`src/hdl/wtm_pkg.sv`:
```
`timescale 1ns / 1ps
`default_nettype none

package wtm_pkg;

  localparam logic [7:0] STAR_BYTE = 8'h2A;
  localparam logic [7:0] ONE_BYTE  = 8'h3F;
  localparam logic [4:0] COUNT_MAX = 5'd31;
  localparam int         CFG_AW    = 3;
  localparam int         CFG_DW    = 64;

  typedef enum logic [CFG_AW-1:0] {
    REG_PATTERN_LO  = 3'd0,
    REG_PATTERN_HI  = 3'd1,
    REG_PATTERN_LEN = 3'd2,
    REG_PREFIX_LEN  = 3'd3,
    REG_FIELD_ID    = 3'd4
  } cfg_reg_t;

  // Signals that one cell hands to the next position in the same cycle.
  typedef struct packed {
    logic clos_pre;
    logic adv;
    logic clos_post;
  } link_t;

  // Control broadcast to every cell.
  typedef struct packed {
    logic [7:0] term_byte;
    logic       step;
    logic       restart;
  } cell_ctl_t;

endpackage

`default_nettype wire

```
`src/hdl/wtm_if.sv`:
```
`timescale 1ns / 1ps
`default_nettype none

interface wtm_in_if;
  logic       valid;
  logic       ready;
  logic [7:0] term_byte;
  logic [7:0] term_field;
  logic       last;

  modport source(output valid, output term_byte, output term_field, output last,
                 input ready);
  modport sink(input valid, input term_byte, input term_field, input last,
               output ready);
endinterface

interface wtm_out_if;
  logic valid;
  logic ready;
  logic matched;
  logic end_of_enum;

  modport source(output valid, output matched, output end_of_enum, input ready);
  modport sink(input valid, input matched, input end_of_enum, output ready);
endinterface

`default_nettype wire

```
`src/hdl/wtm_cell.sv`:
```
`timescale 1ns / 1ps
`default_nettype none

module wtm_cell #(
  parameter int POS = 0,
  parameter int LW  = 5
) (
  input  wire logic              clk,
  input  wire logic              rst_n,
  input  wire wtm_pkg::cell_ctl_t ctl,
  input  wire logic [7:0]        pat,
  input  wire logic [LW-1:0]     eff_len,
  input  wire logic [LW-1:0]     eff_pre,
  input  wire wtm_pkg::link_t    link_in,
  output wtm_pkg::link_t         link_out,
  output logic                   active_post
);
  import wtm_pkg::*;

  localparam logic [LW-1:0] POS_L = LW'(POS);
  localparam logic          RESET_ACTIVE = (POS == 0);

  logic active_r;
  logic active_nxt;
  logic in_range;
  logic wild;
  logic star_w;
  logic one_w;
  logic active_pre;
  logic clos_pre_w;
  logic adv_w;
  logic clos_post_w;

  assign in_range   = POS_L < eff_len;
  assign wild       = POS_L >= eff_pre;
  assign star_w     = wild && (pat == STAR_BYTE);
  assign one_w      = wild && (pat == ONE_BYTE);
  assign active_pre = active_r | link_in.clos_pre;

  assign clos_pre_w  = active_pre & star_w & in_range;
  assign adv_w       = active_pre & in_range & ~star_w
                       & (one_w | (pat == ctl.term_byte));
  assign active_post = clos_pre_w | link_in.adv | link_in.clos_post;
  assign clos_post_w = active_post & star_w & in_range;
  assign link_out    = {clos_pre_w, adv_w, clos_post_w};

  always_comb begin
    active_nxt = active_r;
    if (ctl.step) begin
      active_nxt = ctl.restart ? RESET_ACTIVE : active_post;
    end
  end

  always_ff @(posedge clk) begin
    if (!rst_n) begin
      active_r <= RESET_ACTIVE;
    end else begin
      active_r <= active_nxt;
    end
  end

endmodule

`default_nettype wire

```
`src/hdl/wildcard_term_matcher_core.sv`:
```
`timescale 1ns / 1ps
`default_nettype none

// Matches terms, streamed one byte per transfer, against a glob pattern of up to
// 16 bytes held in the configuration registers. The first prefix_len bytes are
// compared literally; after them '*' matches any run of bytes and '?' matches one
// byte. One input transfer can be taken every clock cycle; a row of MAX_PATTERN
// cells, one per pattern position, updates the set of active positions for each
// byte, with star closure rippling along the row. The transfer that carries the
// last byte of a term produces one result in the cycle after it, held in an output
// register. Input stalls only while a result waits and the result channel is not
// ready. end_of_enum is sticky and only reset clears it.
module wildcard_term_matcher_core #(
  parameter int MAX_PATTERN = 16
) (
  input  wire logic                         clk,
  input  wire logic                         rst_n,
  wtm_in_if.sink                            in_ch,
  wtm_out_if.source                         out_ch,
  input  wire logic                         cfg_we,
  input  wire logic [wtm_pkg::CFG_AW-1:0]   cfg_addr,
  input  wire logic [wtm_pkg::CFG_DW-1:0]   cfg_wdata
);
  import wtm_pkg::*;

  localparam int LW = $clog2(MAX_PATTERN + 1);
  localparam int CW = (LW > 5) ? LW : 5;

  logic [63:0] pattern_lo_r;
  logic [63:0] pattern_hi_r;
  logic [4:0]  pattern_len_r;
  logic [3:0]  prefix_len_r;
  logic [7:0]  field_id_r;

  logic [4:0]  byte_count_r;
  logic [4:0]  byte_count_nxt;
  logic        prefix_equal_r;
  logic        prefix_equal_nxt;
  logic        end_flag_r;
  logic        end_flag_nxt;
  logic        out_valid_r;
  logic        out_valid_nxt;
  logic        out_matched_r;
  logic        out_matched_nxt;

  logic [LW-1:0]       eff_len;
  logic [LW-1:0]       eff_pre;
  logic [127:0]        pat_all;
  logic [7:0]          pfx_byte;
  logic                in_pfx;
  logic                accept;
  cell_ctl_t           ctl;
  link_t               link [0:MAX_PATTERN];
  wire logic [MAX_PATTERN:0] post_vec;

  assign accept      = in_ch.valid & in_ch.ready;
  assign in_ch.ready = ~out_valid_r | out_ch.ready;

  assign eff_len = (CW'(pattern_len_r) > CW'(MAX_PATTERN)) ? LW'(MAX_PATTERN)
                                                           : LW'(pattern_len_r);
  assign eff_pre = (CW'(prefix_len_r) > CW'(eff_len)) ? eff_len : LW'(prefix_len_r);

  assign ctl = {in_ch.term_byte, accept, in_ch.last};

  assign link[0] = '0;

  for (genvar p = 0; p < MAX_PATTERN; p++) begin : g_cell
    logic [7:0] pat;
    if (p < 8) begin : g_lo
      assign pat = pattern_lo_r[8*p +: 8];
    end else if (p < 16) begin : g_hi
      assign pat = pattern_hi_r[8*(p-8) +: 8];
    end else begin : g_zero
      assign pat = 8'h00;
    end

    wtm_cell #(
      .POS (p),
      .LW  (LW)
    ) u_cell (
      .clk         (clk),
      .rst_n       (rst_n),
      .ctl         (ctl),
      .pat         (pat),
      .eff_len     (eff_len),
      .eff_pre     (eff_pre),
      .link_in     (link[p]),
      .link_out    (link[p+1]),
      .active_post (post_vec[p])
    );
  end

  assign post_vec[MAX_PATTERN] = link[MAX_PATTERN].adv | link[MAX_PATTERN].clos_post;

  assign pat_all  = {pattern_hi_r, pattern_lo_r};
  assign pfx_byte = pat_all[{byte_count_r[3:0], 3'b000} +: 8];
  assign in_pfx   = CW'(byte_count_r) < CW'(eff_pre);

  always_comb begin
    byte_count_nxt   = byte_count_r;
    prefix_equal_nxt = prefix_equal_r;
    end_flag_nxt     = end_flag_r;
    out_matched_nxt  = out_matched_r;
    out_valid_nxt    = out_valid_r & ~out_ch.ready;
    if (accept) begin
      if (in_pfx && (pfx_byte != in_ch.term_byte)) begin
        prefix_equal_nxt = 1'b0;
      end
      if (byte_count_r < COUNT_MAX) begin
        byte_count_nxt = byte_count_r + 5'd1;
      end
      if (in_ch.last) begin
        out_valid_nxt   = 1'b1;
        out_matched_nxt = 1'b0;
        if (eff_pre != '0) begin
          if ((in_ch.term_field != field_id_r) || !prefix_equal_nxt
              || (CW'(byte_count_nxt) < CW'(eff_pre))) begin
            end_flag_nxt = 1'b1;
          end else begin
            out_matched_nxt = post_vec[eff_len];
          end
        end
        byte_count_nxt   = '0;
        prefix_equal_nxt = 1'b1;
      end
    end
  end

  always_ff @(posedge clk) begin
    if (!rst_n) begin
      pattern_lo_r   <= '0;
      pattern_hi_r   <= '0;
      pattern_len_r  <= 5'd1;
      prefix_len_r   <= '0;
      field_id_r     <= '0;
      byte_count_r   <= '0;
      prefix_equal_r <= 1'b1;
      end_flag_r     <= 1'b0;
      out_valid_r    <= 1'b0;
      out_matched_r  <= 1'b0;
    end else begin
      byte_count_r   <= byte_count_nxt;
      prefix_equal_r <= prefix_equal_nxt;
      end_flag_r     <= end_flag_nxt;
      out_valid_r    <= out_valid_nxt;
      out_matched_r  <= out_matched_nxt;
      if (cfg_we) begin
        case (cfg_addr)
          REG_PATTERN_LO:  pattern_lo_r  <= cfg_wdata;
          REG_PATTERN_HI:  pattern_hi_r  <= cfg_wdata;
          REG_PATTERN_LEN: pattern_len_r <= cfg_wdata[4:0];
          REG_PREFIX_LEN:  prefix_len_r  <= cfg_wdata[3:0];
          REG_FIELD_ID:    field_id_r    <= cfg_wdata[7:0];
          default: ;
        endcase
      end
    end
  end

  assign out_ch.valid       = out_valid_r;
  assign out_ch.matched     = out_matched_r;
  assign out_ch.end_of_enum = end_flag_r;

endmodule

`default_nettype wire

```
`src/flat_wrapper.sv`:
```
// flat-port wrapper written by rule: the top's interface ports become plain ports
module wildcard_term_matcher_core_flat import wtm_pkg::*;
#(
  parameter int MAX_PATTERN = 16
)
  (clk, rst_n, cfg_we, cfg_addr, cfg_wdata, in_ch_valid, in_ch_term_byte, in_ch_term_field, in_ch_last, in_ch_ready, out_ch_valid, out_ch_matched, out_ch_end_of_enum, out_ch_ready);
  wtm_in_if in_ch_i ();
  wtm_out_if out_ch_i ();
  input  wire logic clk;
  input  wire logic rst_n;
  input  wire logic cfg_we;
  input  wire logic [wtm_pkg::CFG_AW-1:0] cfg_addr;
  input  wire logic [wtm_pkg::CFG_DW-1:0] cfg_wdata;
  input wire logic [$bits(in_ch_i.valid)-1:0] in_ch_valid;
  input wire logic [$bits(in_ch_i.term_byte)-1:0] in_ch_term_byte;
  input wire logic [$bits(in_ch_i.term_field)-1:0] in_ch_term_field;
  input wire logic [$bits(in_ch_i.last)-1:0] in_ch_last;
  output wire logic [$bits(in_ch_i.ready)-1:0] in_ch_ready;
  output wire logic [$bits(out_ch_i.valid)-1:0] out_ch_valid;
  output wire logic [$bits(out_ch_i.matched)-1:0] out_ch_matched;
  output wire logic [$bits(out_ch_i.end_of_enum)-1:0] out_ch_end_of_enum;
  input wire logic [$bits(out_ch_i.ready)-1:0] out_ch_ready;
  assign in_ch_i.valid = in_ch_valid;
  assign in_ch_i.term_byte = in_ch_term_byte;
  assign in_ch_i.term_field = in_ch_term_field;
  assign in_ch_i.last = in_ch_last;
  assign in_ch_ready = in_ch_i.ready;
  assign out_ch_valid = out_ch_i.valid;
  assign out_ch_matched = out_ch_i.matched;
  assign out_ch_end_of_enum = out_ch_i.end_of_enum;
  assign out_ch_i.ready = out_ch_ready;
  wildcard_term_matcher_core #(.MAX_PATTERN(MAX_PATTERN)) u_core (.clk(clk), .rst_n(rst_n), .in_ch(in_ch_i), .out_ch(out_ch_i), .cfg_we(cfg_we), .cfg_addr(cfg_addr), .cfg_wdata(cfg_wdata));
endmodule
```
`config.mk`:
```
export PLATFORM = sky130hd
export DESIGN_NAME = wildcard_term_matcher_core_flat
export DESIGN_NICKNAME = d
export VERILOG_FILES = /design/src/hdl/wtm_pkg.sv /design/src/hdl/wtm_if.sv /design/src/hdl/wtm_cell.sv /design/src/hdl/wildcard_term_matcher_core.sv /design/src/flat_wrapper.sv
export SDC_FILE = /design/constraint.sdc
export NUM_CORES = 1
export LEC_CHECK = 0
export BUFFER_PORTS_ARGS = -buffer_cell sky130_fd_sc_hd__buf_2
export CAP_MARGIN = 20
export CELL_PAD_IN_SITES_DETAIL_PLACEMENT = 0
export CELL_PAD_IN_SITES_GLOBAL_PLACEMENT = 1
export CORE_UTILIZATION = 47
export CTS_CLUSTER_DIAMETER = 30
export CTS_CLUSTER_SIZE = 14
export DETAILED_ROUTE_END_ITERATION = 16
export GPL_TIMING_DRIVEN = 0
export PLACE_DENSITY_LB_ADDON = 0.1
export SLEW_MARGIN = 30
export SYNTH_ARGS = -nofsm -noshare
export SYNTH_HDL_FRONTEND = slang
export SYNTH_HIERARCHICAL = 1
export SYNTH_SLANG_ARGS = --single-unit
export TNS_END_PERCENT = 5
```
`constraint.sdc`:
```
create_clock -name clk -period 16.46 [get_ports clk]
set_input_delay 0.823 -clock clk [delete_from_list [all_inputs] [get_ports clk]]
set_output_delay 0.823 -clock clk [all_outputs]
set_load 0.05 [all_outputs]
```
# Word level (Yosys, flattened, before mapping)
# Cells that the tools add are included.
[word_totals] elab_cells=390 inputBits=89 register_bits=170
[classes] magnitude_cmp=38 bitwise_logic=195 muxes=30 n_reduce_logical=45 n_addsub=1 shift=1 eq_ne=54
[ops] operator="$eq A8 B6 Y1 const B" count=32
[ops] operator="$eq A8 B8 Y1" count=16
[ops] operator="$shiftx A128 B8 Y8" count=1
[ops] operator="$and A1 B1 Y1" count=114
[ops] operator="$or A1 B1 Y1" count=63
[ops] operator="$ge A4 B5 Y1 const A" count=8
[ops] operator="$lt A4 B5 Y1 const A" count=8
[ops] operator="$logic_and A1 B1 Y1" count=33
[ops] operator="$mux W5" count=5
[ops] operator="$mux W1" count=24
[ops] operator="$ge A3 B5 Y1 const A" count=4
[ops] operator="$lt A3 B5 Y1 const A" count=4
[ops] operator="$not A1 Y1" count=18
[ops] operator="$ne A8 B8 Y1" count=2
[ops] operator="$reduce_and A2 Y1" count=6
[ops] operator="$ge A1 B5 Y1 const A" count=2
[ops] operator="$ge A2 B5 Y1 const A" count=2
[ops] operator="$lt A1 B5 Y1 const A" count=2
[ops] operator="$lt A2 B5 Y1 const A" count=2
[ops] operator="$lt A5 B5 Y1" count=2
[ops] operator="$eq A3 B2 Y1 const B" count=2
[ops] operator="$lt A5 B6 Y1 const B" count=1
[ops] operator="$add A5 B1 Y5 const B" count=1
[ops] operator="$bmux W1 S5" count=1
[ops] operator="other kinds (10)" count=11

# Depth between registers and ports, before layout
[depth] depth_word=62 mapped_depth=73 depth_no_buf=56

# Cells and area by module
# Netlist, hierarchy kept.
[modules_own_cells] mod="wildcard_term_matcher_core" seq_area_each_um2=3083.0 n_inst=1 cells_per_inst=879 area_each_um2=7608.5
[modules_own_cells] mod="wtm_cell (u_core.g_cell[2].u_cell)" seq_area_each_um2=20.0 n_inst=1 cells_per_inst=40 area_each_um2=305.3
[modules_own_cells] mod="wtm_cell (u_core.g_cell[6].u_cell)" seq_area_each_um2=20.0 n_inst=1 cells_per_inst=36 area_each_um2=302.8
[modules_own_cells] mod="wtm_cell (u_core.g_cell[14].u_cell)" seq_area_each_um2=20.0 n_inst=1 cells_per_inst=41 area_each_um2=296.5
[modules_own_cells] mod="wtm_cell (u_core.g_cell[12].u_cell)" seq_area_each_um2=20.0 n_inst=1 cells_per_inst=39 area_each_um2=295.3
[modules_own_cells] mod="wtm_cell (u_core.g_cell[10].u_cell)" seq_area_each_um2=20.0 n_inst=1 cells_per_inst=36 area_each_um2=294.0
[modules_own_cells] mod="wtm_cell (u_core.g_cell[4].u_cell)" seq_area_each_um2=20.0 n_inst=1 cells_per_inst=41 area_each_um2=287.8
[modules_own_cells] mod="wtm_cell (u_core.g_cell[9].u_cell)" seq_area_each_um2=20.0 n_inst=1 cells_per_inst=34 area_each_um2=284.0
[modules_own_cells] mod="wtm_cell (u_core.g_cell[13].u_cell)" seq_area_each_um2=20.0 n_inst=1 cells_per_inst=35 area_each_um2=281.5
[modules_own_cells] mod="wtm_cell (u_core.g_cell[3].u_cell)" seq_area_each_um2=20.0 n_inst=1 cells_per_inst=34 area_each_um2=281.5
[modules_own_cells] mod="wtm_cell (u_core.g_cell[8].u_cell)" seq_area_each_um2=20.0 n_inst=1 cells_per_inst=37 area_each_um2=281.5
[modules_own_cells] mod="wtm_cell (u_core.g_cell[15].u_cell)" seq_area_each_um2=20.0 n_inst=1 cells_per_inst=33 area_each_um2=280.3
[modules_own_cells] mod="wtm_cell (u_core.g_cell[7].u_cell)" seq_area_each_um2=20.0 n_inst=1 cells_per_inst=31 area_each_um2=265.3
[modules_own_cells] mod="wtm_cell (u_core.g_cell[1].u_cell)" seq_area_each_um2=20.0 n_inst=1 cells_per_inst=33 area_each_um2=264.0
[modules_own_cells] mod="3 more rows"

# Worst setup path after synthesis
# Ideal clock, no wire load.
[synth_timing] path_type="register -> register" startpoint="reg u_core.pattern_len_r[4]" endpoint="reg u_core.out_matched_r, in the netlist u_core/out_ch.matched" stages_incl_launch_ff=68 setup_time_ns=0.087 path_slack_ns=4.663 arrival_time_ns=11.710 synth_period_minus_slack_ns=11.797 path_buffers=18 t_required_ns=16.373 path_cell_list="dfxtp_1 -> clkbuf_1 -> nand2b_1 -> clkbuf_1 -> inv_2 -> ha_1 -> nor2b_1 -> o21a_1 -> o21a_1 -> o21ai_1 -> o21a_1 -> inv_1 -> or4_4 -> nor4_1 -> buf_4 -> o21bai_2 -> nor3_1 -> buf_4 -> (+32 left out) -> a2111oi_0 -> buf_4 -> nor2_1 -> a2111oi_0 -> buf_4 -> nor2_1 -> a211oi_1 -> buf_4 -> nor2_1 -> a2111oi_1 -> buf_4 -> nor2_1 -> a21oi_1 -> and3_1 -> buf_4 -> nor2_1 -> a2111o_1 -> o31ai_1"
[synth_via] elab_chain_len=62 word_cells_on_any_way=271 classes_between="order compare (36); mux (8); bitwise (190); reduce/logical (37)"
[synth_rtl] item="start: declaration" line_no="wildcard_term_matcher_core.sv:31" text="logic [4:0] pattern_len_r;"
[synth_rtl] item="start signal: assignment" line_no="wildcard_term_matcher_core.sv:151" text="REG_PATTERN_LEN: pattern_len_r <= cfg_wdata[4:0];"
[synth_rtl] item="$gt A5 B5 Y1 *" line_no="wildcard_term_matcher_core.sv:59" text="assign eff_len = (CW'(pattern_len_r) > CW'(MAX_PATTERN)) ? LW'(MAX_PATTERN)"
[synth_rtl] item="$mux W5 *" line_no="wildcard_term_matcher_core.sv:59"
[synth_rtl] item="via u_core.eff_len[0]" line_no="wildcard_term_matcher_core.sv:46" text="logic [LW-1:0] eff_len;"
[synth_rtl] item="$gt A4 B5 Y1 *" line_no="wildcard_term_matcher_core.sv:61" text="assign eff_pre = (CW'(prefix_len_r) > CW'(eff_len)) ? eff_len : LW'(prefix_len_r);"
[synth_rtl] item="$mux W5 *" line_no="wildcard_term_matcher_core.sv:61"
[synth_rtl] item="via u_core.eff_pre[3]" line_no="wildcard_term_matcher_core.sv:47" text="logic [LW-1:0] eff_pre;"
[synth_rtl] item="$ge A1 B5 Y1 *" line_no="wtm_cell.sv:35" text="assign wild = POS_L >= eff_pre;"
[synth_rtl] item="$logic_and A1 B1 Y1 *" line_no="wtm_cell.sv:36" text="assign star_w = wild && (pat == STAR_BYTE);"
[synth_rtl] item="(+2 left out)"
[synth_rtl] item="via u_core.g_cell[0].u_cell.clos_pre_w" line_no="wtm_cell.sv:30" text="logic clos_pre_w;"
[synth_rtl] item="(+3 left out)"
[synth_rtl] item="via u_core.g_cell[1].u_cell.clos_pre_w" line_no="wtm_cell.sv:30"
[synth_rtl] item="(+3 left out)"
[synth_rtl] item="via u_core.g_cell[2].u_cell.clos_pre_w" line_no="wtm_cell.sv:30"
[synth_rtl] item="(+3 left out)"
[synth_rtl] item="via u_core.g_cell[3].u_cell.clos_pre_w" line_no="wtm_cell.sv:30"
[synth_rtl] item="(+3 left out)"
[synth_rtl] item="via u_core.g_cell[4].u_cell.clos_pre_w" line_no="wtm_cell.sv:30"
[synth_rtl] item="(+3 left out)"
[synth_rtl] item="via u_core.g_cell[5].u_cell.clos_pre_w" line_no="wtm_cell.sv:30"
[synth_rtl] item="(+3 left out)"
[synth_rtl] item="via u_core.g_cell[6].u_cell.clos_pre_w" line_no="wtm_cell.sv:30"
[synth_rtl] item="(+5 left out)"
[synth_rtl] item="via u_core.post_vec[7]" line_no="wildcard_term_matcher_core.sv:54" text="wire logic [MAX_PATTERN:0] post_vec;"
[synth_rtl] item="(+2 left out)"
[synth_rtl] item="via u_core.g_cell[7].u_cell.clos_post_w" line_no="wtm_cell.sv:32" text="logic clos_post_w;"
[synth_rtl] item="(+3 left out)"
[synth_rtl] item="via u_core.g_cell[8].u_cell.clos_post_w" line_no="wtm_cell.sv:32"
[synth_rtl] item="(+3 left out)"
[synth_rtl] item="via u_core.g_cell[9].u_cell.clos_post_w" line_no="wtm_cell.sv:32"
[synth_rtl] item="(+3 left out)"
[synth_rtl] item="via u_core.g_cell[10].u_cell.clos_post_w" line_no="wtm_cell.sv:32"
[synth_rtl] item="(+3 left out)"
[synth_rtl] item="via u_core.g_cell[11].u_cell.clos_post_w" line_no="wtm_cell.sv:32"
[synth_rtl] item="(+3 left out)"
[synth_rtl] item="via u_core.g_cell[12].u_cell.clos_post_w" line_no="wtm_cell.sv:32"
[synth_rtl] item="(+3 left out)"
[synth_rtl] item="via u_core.g_cell[13].u_cell.clos_post_w" line_no="wtm_cell.sv:32"
[synth_rtl] item="(+3 left out)"
[synth_rtl] item="via u_core.g_cell[14].u_cell.clos_post_w" line_no="wtm_cell.sv:32"
[synth_rtl] item="$or A1 B1 Y1 *" line_no="wtm_cell.sv:43" text="assign active_post = clos_pre_w | link_in.adv | link_in.clos_post;"
[synth_rtl] item="$and A1 B1 Y1 * (2 in series)" line_no="wtm_cell.sv:44" text="assign clos_post_w = active_post & star_w & in_range;"
[synth_rtl] item="via u_core.g_cell[15].u_cell.clos_post_w" line_no="wtm_cell.sv:32"
[synth_rtl] item="$or A1 B1 Y1 *" line_no="wildcard_term_matcher_core.sv:93" text="assign post_vec[MAX_PATTERN] = link[MAX_PATTERN].adv | link[MAX_PATTERN].clos_post;"
[synth_rtl] item="$bmux W1 S5 *" line_no="wildcard_term_matcher_core.sv:120" text="out_matched_nxt = post_vec[eff_len];"
[synth_rtl] item="$mux W1 (not written as such) *" line_no="wildcard_term_matcher_core.sv:120"
[synth_rtl] item="$mux W1 *" line_no="wildcard_term_matcher_core.sv:116" text="if ((in_ch.term_field != field_id_r) || !prefix_equal_nxt"
[synth_rtl] item="$mux W1 *" line_no="wildcard_term_matcher_core.sv:115" text="if (eff_pre != '0) begin"
[synth_rtl] item="end signal: assignment" line_no="wildcard_term_matcher_core.sv:146" text="out_matched_r <= out_matched_nxt;"
[synth_rtl] item="end: declaration" line_no="wildcard_term_matcher_core.sv:43" text="logic out_matched_r;"
# Mark *: on every way through the listed nets, which the timed path passes. The rest lies on a longest branch. The select of a mux whose other input is x is not followed.
# A chain may end at the register's enable or synchronous reset.

# Worst setup path after layout
[layout_timing] startpoint="reg u_core.pattern_len_r[4]" endpoint="reg u_core.out_matched_r, in the netlist u_core/out_ch.matched"
[layout_via] word_cells_on_any_way=271 classes_between="order compare (36); mux (8); bitwise (190); reduce/logical (37)"
[layout_rtl] item="$gt A5 B5 Y1" line_no="wildcard_term_matcher_core.sv:59"
[layout_rtl] item="$mux W5" line_no="wildcard_term_matcher_core.sv:59"
[layout_rtl] item="via u_core.eff_len[0]" line_no="wildcard_term_matcher_core.sv:46"
[layout_rtl] item="$gt A4 B5 Y1" line_no="wildcard_term_matcher_core.sv:61"
[layout_rtl] item="$mux W5" line_no="wildcard_term_matcher_core.sv:61"
[layout_rtl] item="via u_core.eff_pre[3]" line_no="wildcard_term_matcher_core.sv:47"
[layout_rtl] item="$ge A1 B5 Y1" line_no="wtm_cell.sv:35"
[layout_rtl] item="$logic_and A1 B1 Y1" line_no="wtm_cell.sv:36"
[layout_rtl] item="(+2 left out)"
[layout_rtl] item="via u_core.g_cell[0].u_cell.clos_pre_w" line_no="wtm_cell.sv:30"
[layout_rtl] item="(+3 left out)"
[layout_rtl] item="via u_core.g_cell[1].u_cell.clos_pre_w" line_no="wtm_cell.sv:30"
[layout_rtl] item="(+3 left out)"
[layout_rtl] item="via u_core.g_cell[2].u_cell.clos_pre_w" line_no="wtm_cell.sv:30"
[layout_rtl] item="(+3 left out)"
[layout_rtl] item="via u_core.g_cell[3].u_cell.clos_pre_w" line_no="wtm_cell.sv:30"
[layout_rtl] item="(+3 left out)"
[layout_rtl] item="via u_core.g_cell[4].u_cell.clos_pre_w" line_no="wtm_cell.sv:30"
[layout_rtl] item="(+3 left out)"
[layout_rtl] item="via u_core.g_cell[5].u_cell.clos_pre_w" line_no="wtm_cell.sv:30"
[layout_rtl] item="(+3 left out)"
[layout_rtl] item="via u_core.g_cell[6].u_cell.clos_pre_w" line_no="wtm_cell.sv:30"
[layout_rtl] item="(+3 left out)"
[layout_rtl] item="via u_core.g_cell[7].u_cell.clos_pre_w" line_no="wtm_cell.sv:30"
[layout_rtl] item="(+3 left out)"
[layout_rtl] item="via u_core.g_cell[8].u_cell.clos_pre_w" line_no="wtm_cell.sv:30"
[layout_rtl] item="(+3 left out)"
[layout_rtl] item="via u_core.g_cell[9].u_cell.clos_pre_w" line_no="wtm_cell.sv:30"
[layout_rtl] item="(+3 left out)"
[layout_rtl] item="via u_core.g_cell[10].u_cell.clos_pre_w" line_no="wtm_cell.sv:30"
[layout_rtl] item="(+3 left out)"
[layout_rtl] item="via u_core.g_cell[11].u_cell.clos_pre_w" line_no="wtm_cell.sv:30"
[layout_rtl] item="(+3 left out)"
[layout_rtl] item="via u_core.g_cell[12].u_cell.clos_pre_w" line_no="wtm_cell.sv:30"
[layout_rtl] item="(+4 left out)"
[layout_rtl] item="via u_core.g_cell[13].u_cell.adv_w" line_no="wtm_cell.sv:31" text="logic adv_w;"
[layout_rtl] item="(+4 left out)"
[layout_rtl] item="via u_core.g_cell[14].u_cell.clos_post_w" line_no="wtm_cell.sv:32"
[layout_rtl] item="$or A1 B1 Y1" line_no="wtm_cell.sv:43"
[layout_rtl] item="$and A1 B1 Y1 (2 in series)" line_no="wtm_cell.sv:44"
[layout_rtl] item="via u_core.g_cell[15].u_cell.clos_post_w" line_no="wtm_cell.sv:32"
[layout_rtl] item="$or A1 B1 Y1" line_no="wildcard_term_matcher_core.sv:93"
[layout_rtl] item="$bmux W1 S5" line_no="wildcard_term_matcher_core.sv:120"
[layout_rtl] item="$mux W1 (not written as such)" line_no="wildcard_term_matcher_core.sv:120"
[layout_rtl] item="$mux W1" line_no="wildcard_term_matcher_core.sv:116"
[layout_rtl] item="$mux W1" line_no="wildcard_term_matcher_core.sv:115"
# The timed path passes the listed nets, and every way through them passes these cells. The select of a mux whose other input is x is not followed.

==> reports/qor.yml <==
logic_synthesis:
  ys.warnings.count: 6
  avgSynthCellArea_um2: 8.34
  syn-cell-area_mm2: 0.0121
  synthCells: 1448
pwr:
  irDropWorstVdd_uv: 56.8
  power_uw: 956
  powerDensity_mw_per_mm2: 70.3
  power_leakage_nw: 4.86
cts:
  ctsResizeCount: 0
  htree_levels: 4
  cts.sinks: 170
  cts_buffers: 17
  ctsRootBufferMaster: "clkbuf_16"
  cts_tree: "yes"
  cts_buffer_depth: 2
  insertion_delay_ns: 0.44
  holdBufCountCts: 0
  cts_setup_buffers: 0
  clk_pin_slew_worst_paths_ns: 0.08
drt:
  drt_drc_violations_left: 0
  final_antenna_net_count: 0
  vias: 11398
  wire_per_inst_um: 22.8
  drt-total-wl_um: 43800
  drtPass1Iterations: 6
  viasPerCell: 5.93
  first_iter_violations: 1130
run:
  maxCapViolCount: 0
placement:
  gp_congestion: 0.958
  dp_slack_ns: 2.06
  dp_cells: 1890
  dpl_cell_area_mm2: 0.0130
  port_buffers: 92
  dp_hpwl_um: 32200
critical_path:
  cp.required_ns: 16.82
  critPathKind: "register to register"
  start_kind: "register"
  worstPathMaxFanout: 15
  cp_common_cell: "buf_4"
  reg2reg_slack_ns: 1.71
  cp-startpoint: "u_core/pattern_len_r[4]"
  r2r-start: "u_core/pattern_len_r[4]"
  cp_slowest_cell: "or4_4"
  max_stage_delay_ns: 0.69
  worstPathArrival_ns: 15.11
  end_kind: "register"
floorplan:
  fp.dieW_um: 162
  rows: 58
  ios: 93
  coreArea_mm2: 0.0252
  floorplan.initialDensity_pct: 48.0
  die_y_um: 162
  die-area_mm2: 0.0264
timing:
  setup_tns_ns: 0
  rsz0062_at_grt: "no"
  hold-worst-slack_ns: 0.467
  worst_pin_slew_ns: 0.960
  finClkSkew_ns: 0.0115
  slew_violations: 0
  fin_ws_ns: 1.71
  period_minus_slack_ns: 14.75
  hold_viol_final: 0
  period_share_pct: 89.6
  fmax_mhz: 67.8
  report.final.setup_viol: 0
  max_slew_margin_pct: 35.9
global_routing:
  grt_pass1_vias: 10764
  grt_use_total_pct: 33.9
  grt_first_pass_wirelength_um: 66300
  overflow: 0
  antenna_found_initial: 0
  grt_max_degree: 44
hold_path:
  hp-start: "u_core/out_ch.matched"
  hp-class: "register to register"
finish:
  final_util_pct: 54.0
  drive_gt1_share_pct: 16.9
  fin_nets: 1682
  fin_area_mm2: 0.0136
  fin_cells: 1923
  syn_to_final_growth_pct: 12.6
run_status:
  status: "finished, final reports clean"
## layout make-up
cell class / instances / area (µm²)
inverters: 16 / 60.1
fillers: 2455 / 11600
flip-flops and latches: 170 / 3400
plain buffers: 108 / 632
clock buffers: 19 / 433
multi-input cells: 1173 / 8070
diodes: 1 / 2.50
well taps: 330 / 413
repair buffers: 94 / 483
clock inverters: 12 / 108
## cell usage in the layout, fill, tap and decap left out, types with 20 or more instances in the layout
master and n:
nor2_1 62, nand2_1 330, buf_2 95, clkbuf_1 51, a21boi_0 138, nor3_1 27, mux4_2 24, dfxtp_1 170
buf_4 50, nand4_1 20, xnor2_1 74, conb_1 21, mux2i_1 39, nor2b_1 28, xor2_1 75
## routing by layer
metal / part of all wire (%) / GRT usage (%)
met1: 45 / 47.1
met2: 44 / 52.2
met3: 7.4 / 4.89
met4: 3.9 / 14.7
met5: 0 / 0
## worst max-delay path: cells and delay by family (launching register included)
kind,cells,cell delay (ns)
adders and majority gates,1,0.30
AOI/OAI and AO/OA,18,3.33
DFF,1,0.31
buffers and inverters,20,3.90
and+or+nand+nor,31,6.79
## final timing paths
| path | cells after the start | to |
|---|---|---|
| max | 70 | u_core/out_ch.matched |
| min | 2 | u_core/out_ch.matched |
| max reg2reg | 70 | u_core/out_ch.matched |
| min reg2reg | 2 | u_core/out_ch.matched |
## report_power, final
group | total [mW] | switching [mW] | internal [mW]
clock | 0.395 | 0.197 | 0.198
combinational | 0.125 | 0.0751 | 0.0498
sequential | 0.436 | 0.0166 | 0.419
total | 0.956 | 0.289 | 0.667
## state kept, by name (all words and copies together) (netlist names), 4 cells and up
| register | flops |
|---|---|
| u_core/byte_count_r | 5 |
| u_core/field_id_r | 8 |
| u_core/g_cell.u_cell/active_r | 16 |
| u_core/pattern_hi_r | 64 |
| u_core/pattern_len_r | 5 |
| u_core/pattern_lo_r | 64 |
| u_core/prefix_len_r | 4 |
(Power assumes the default switching activity.)
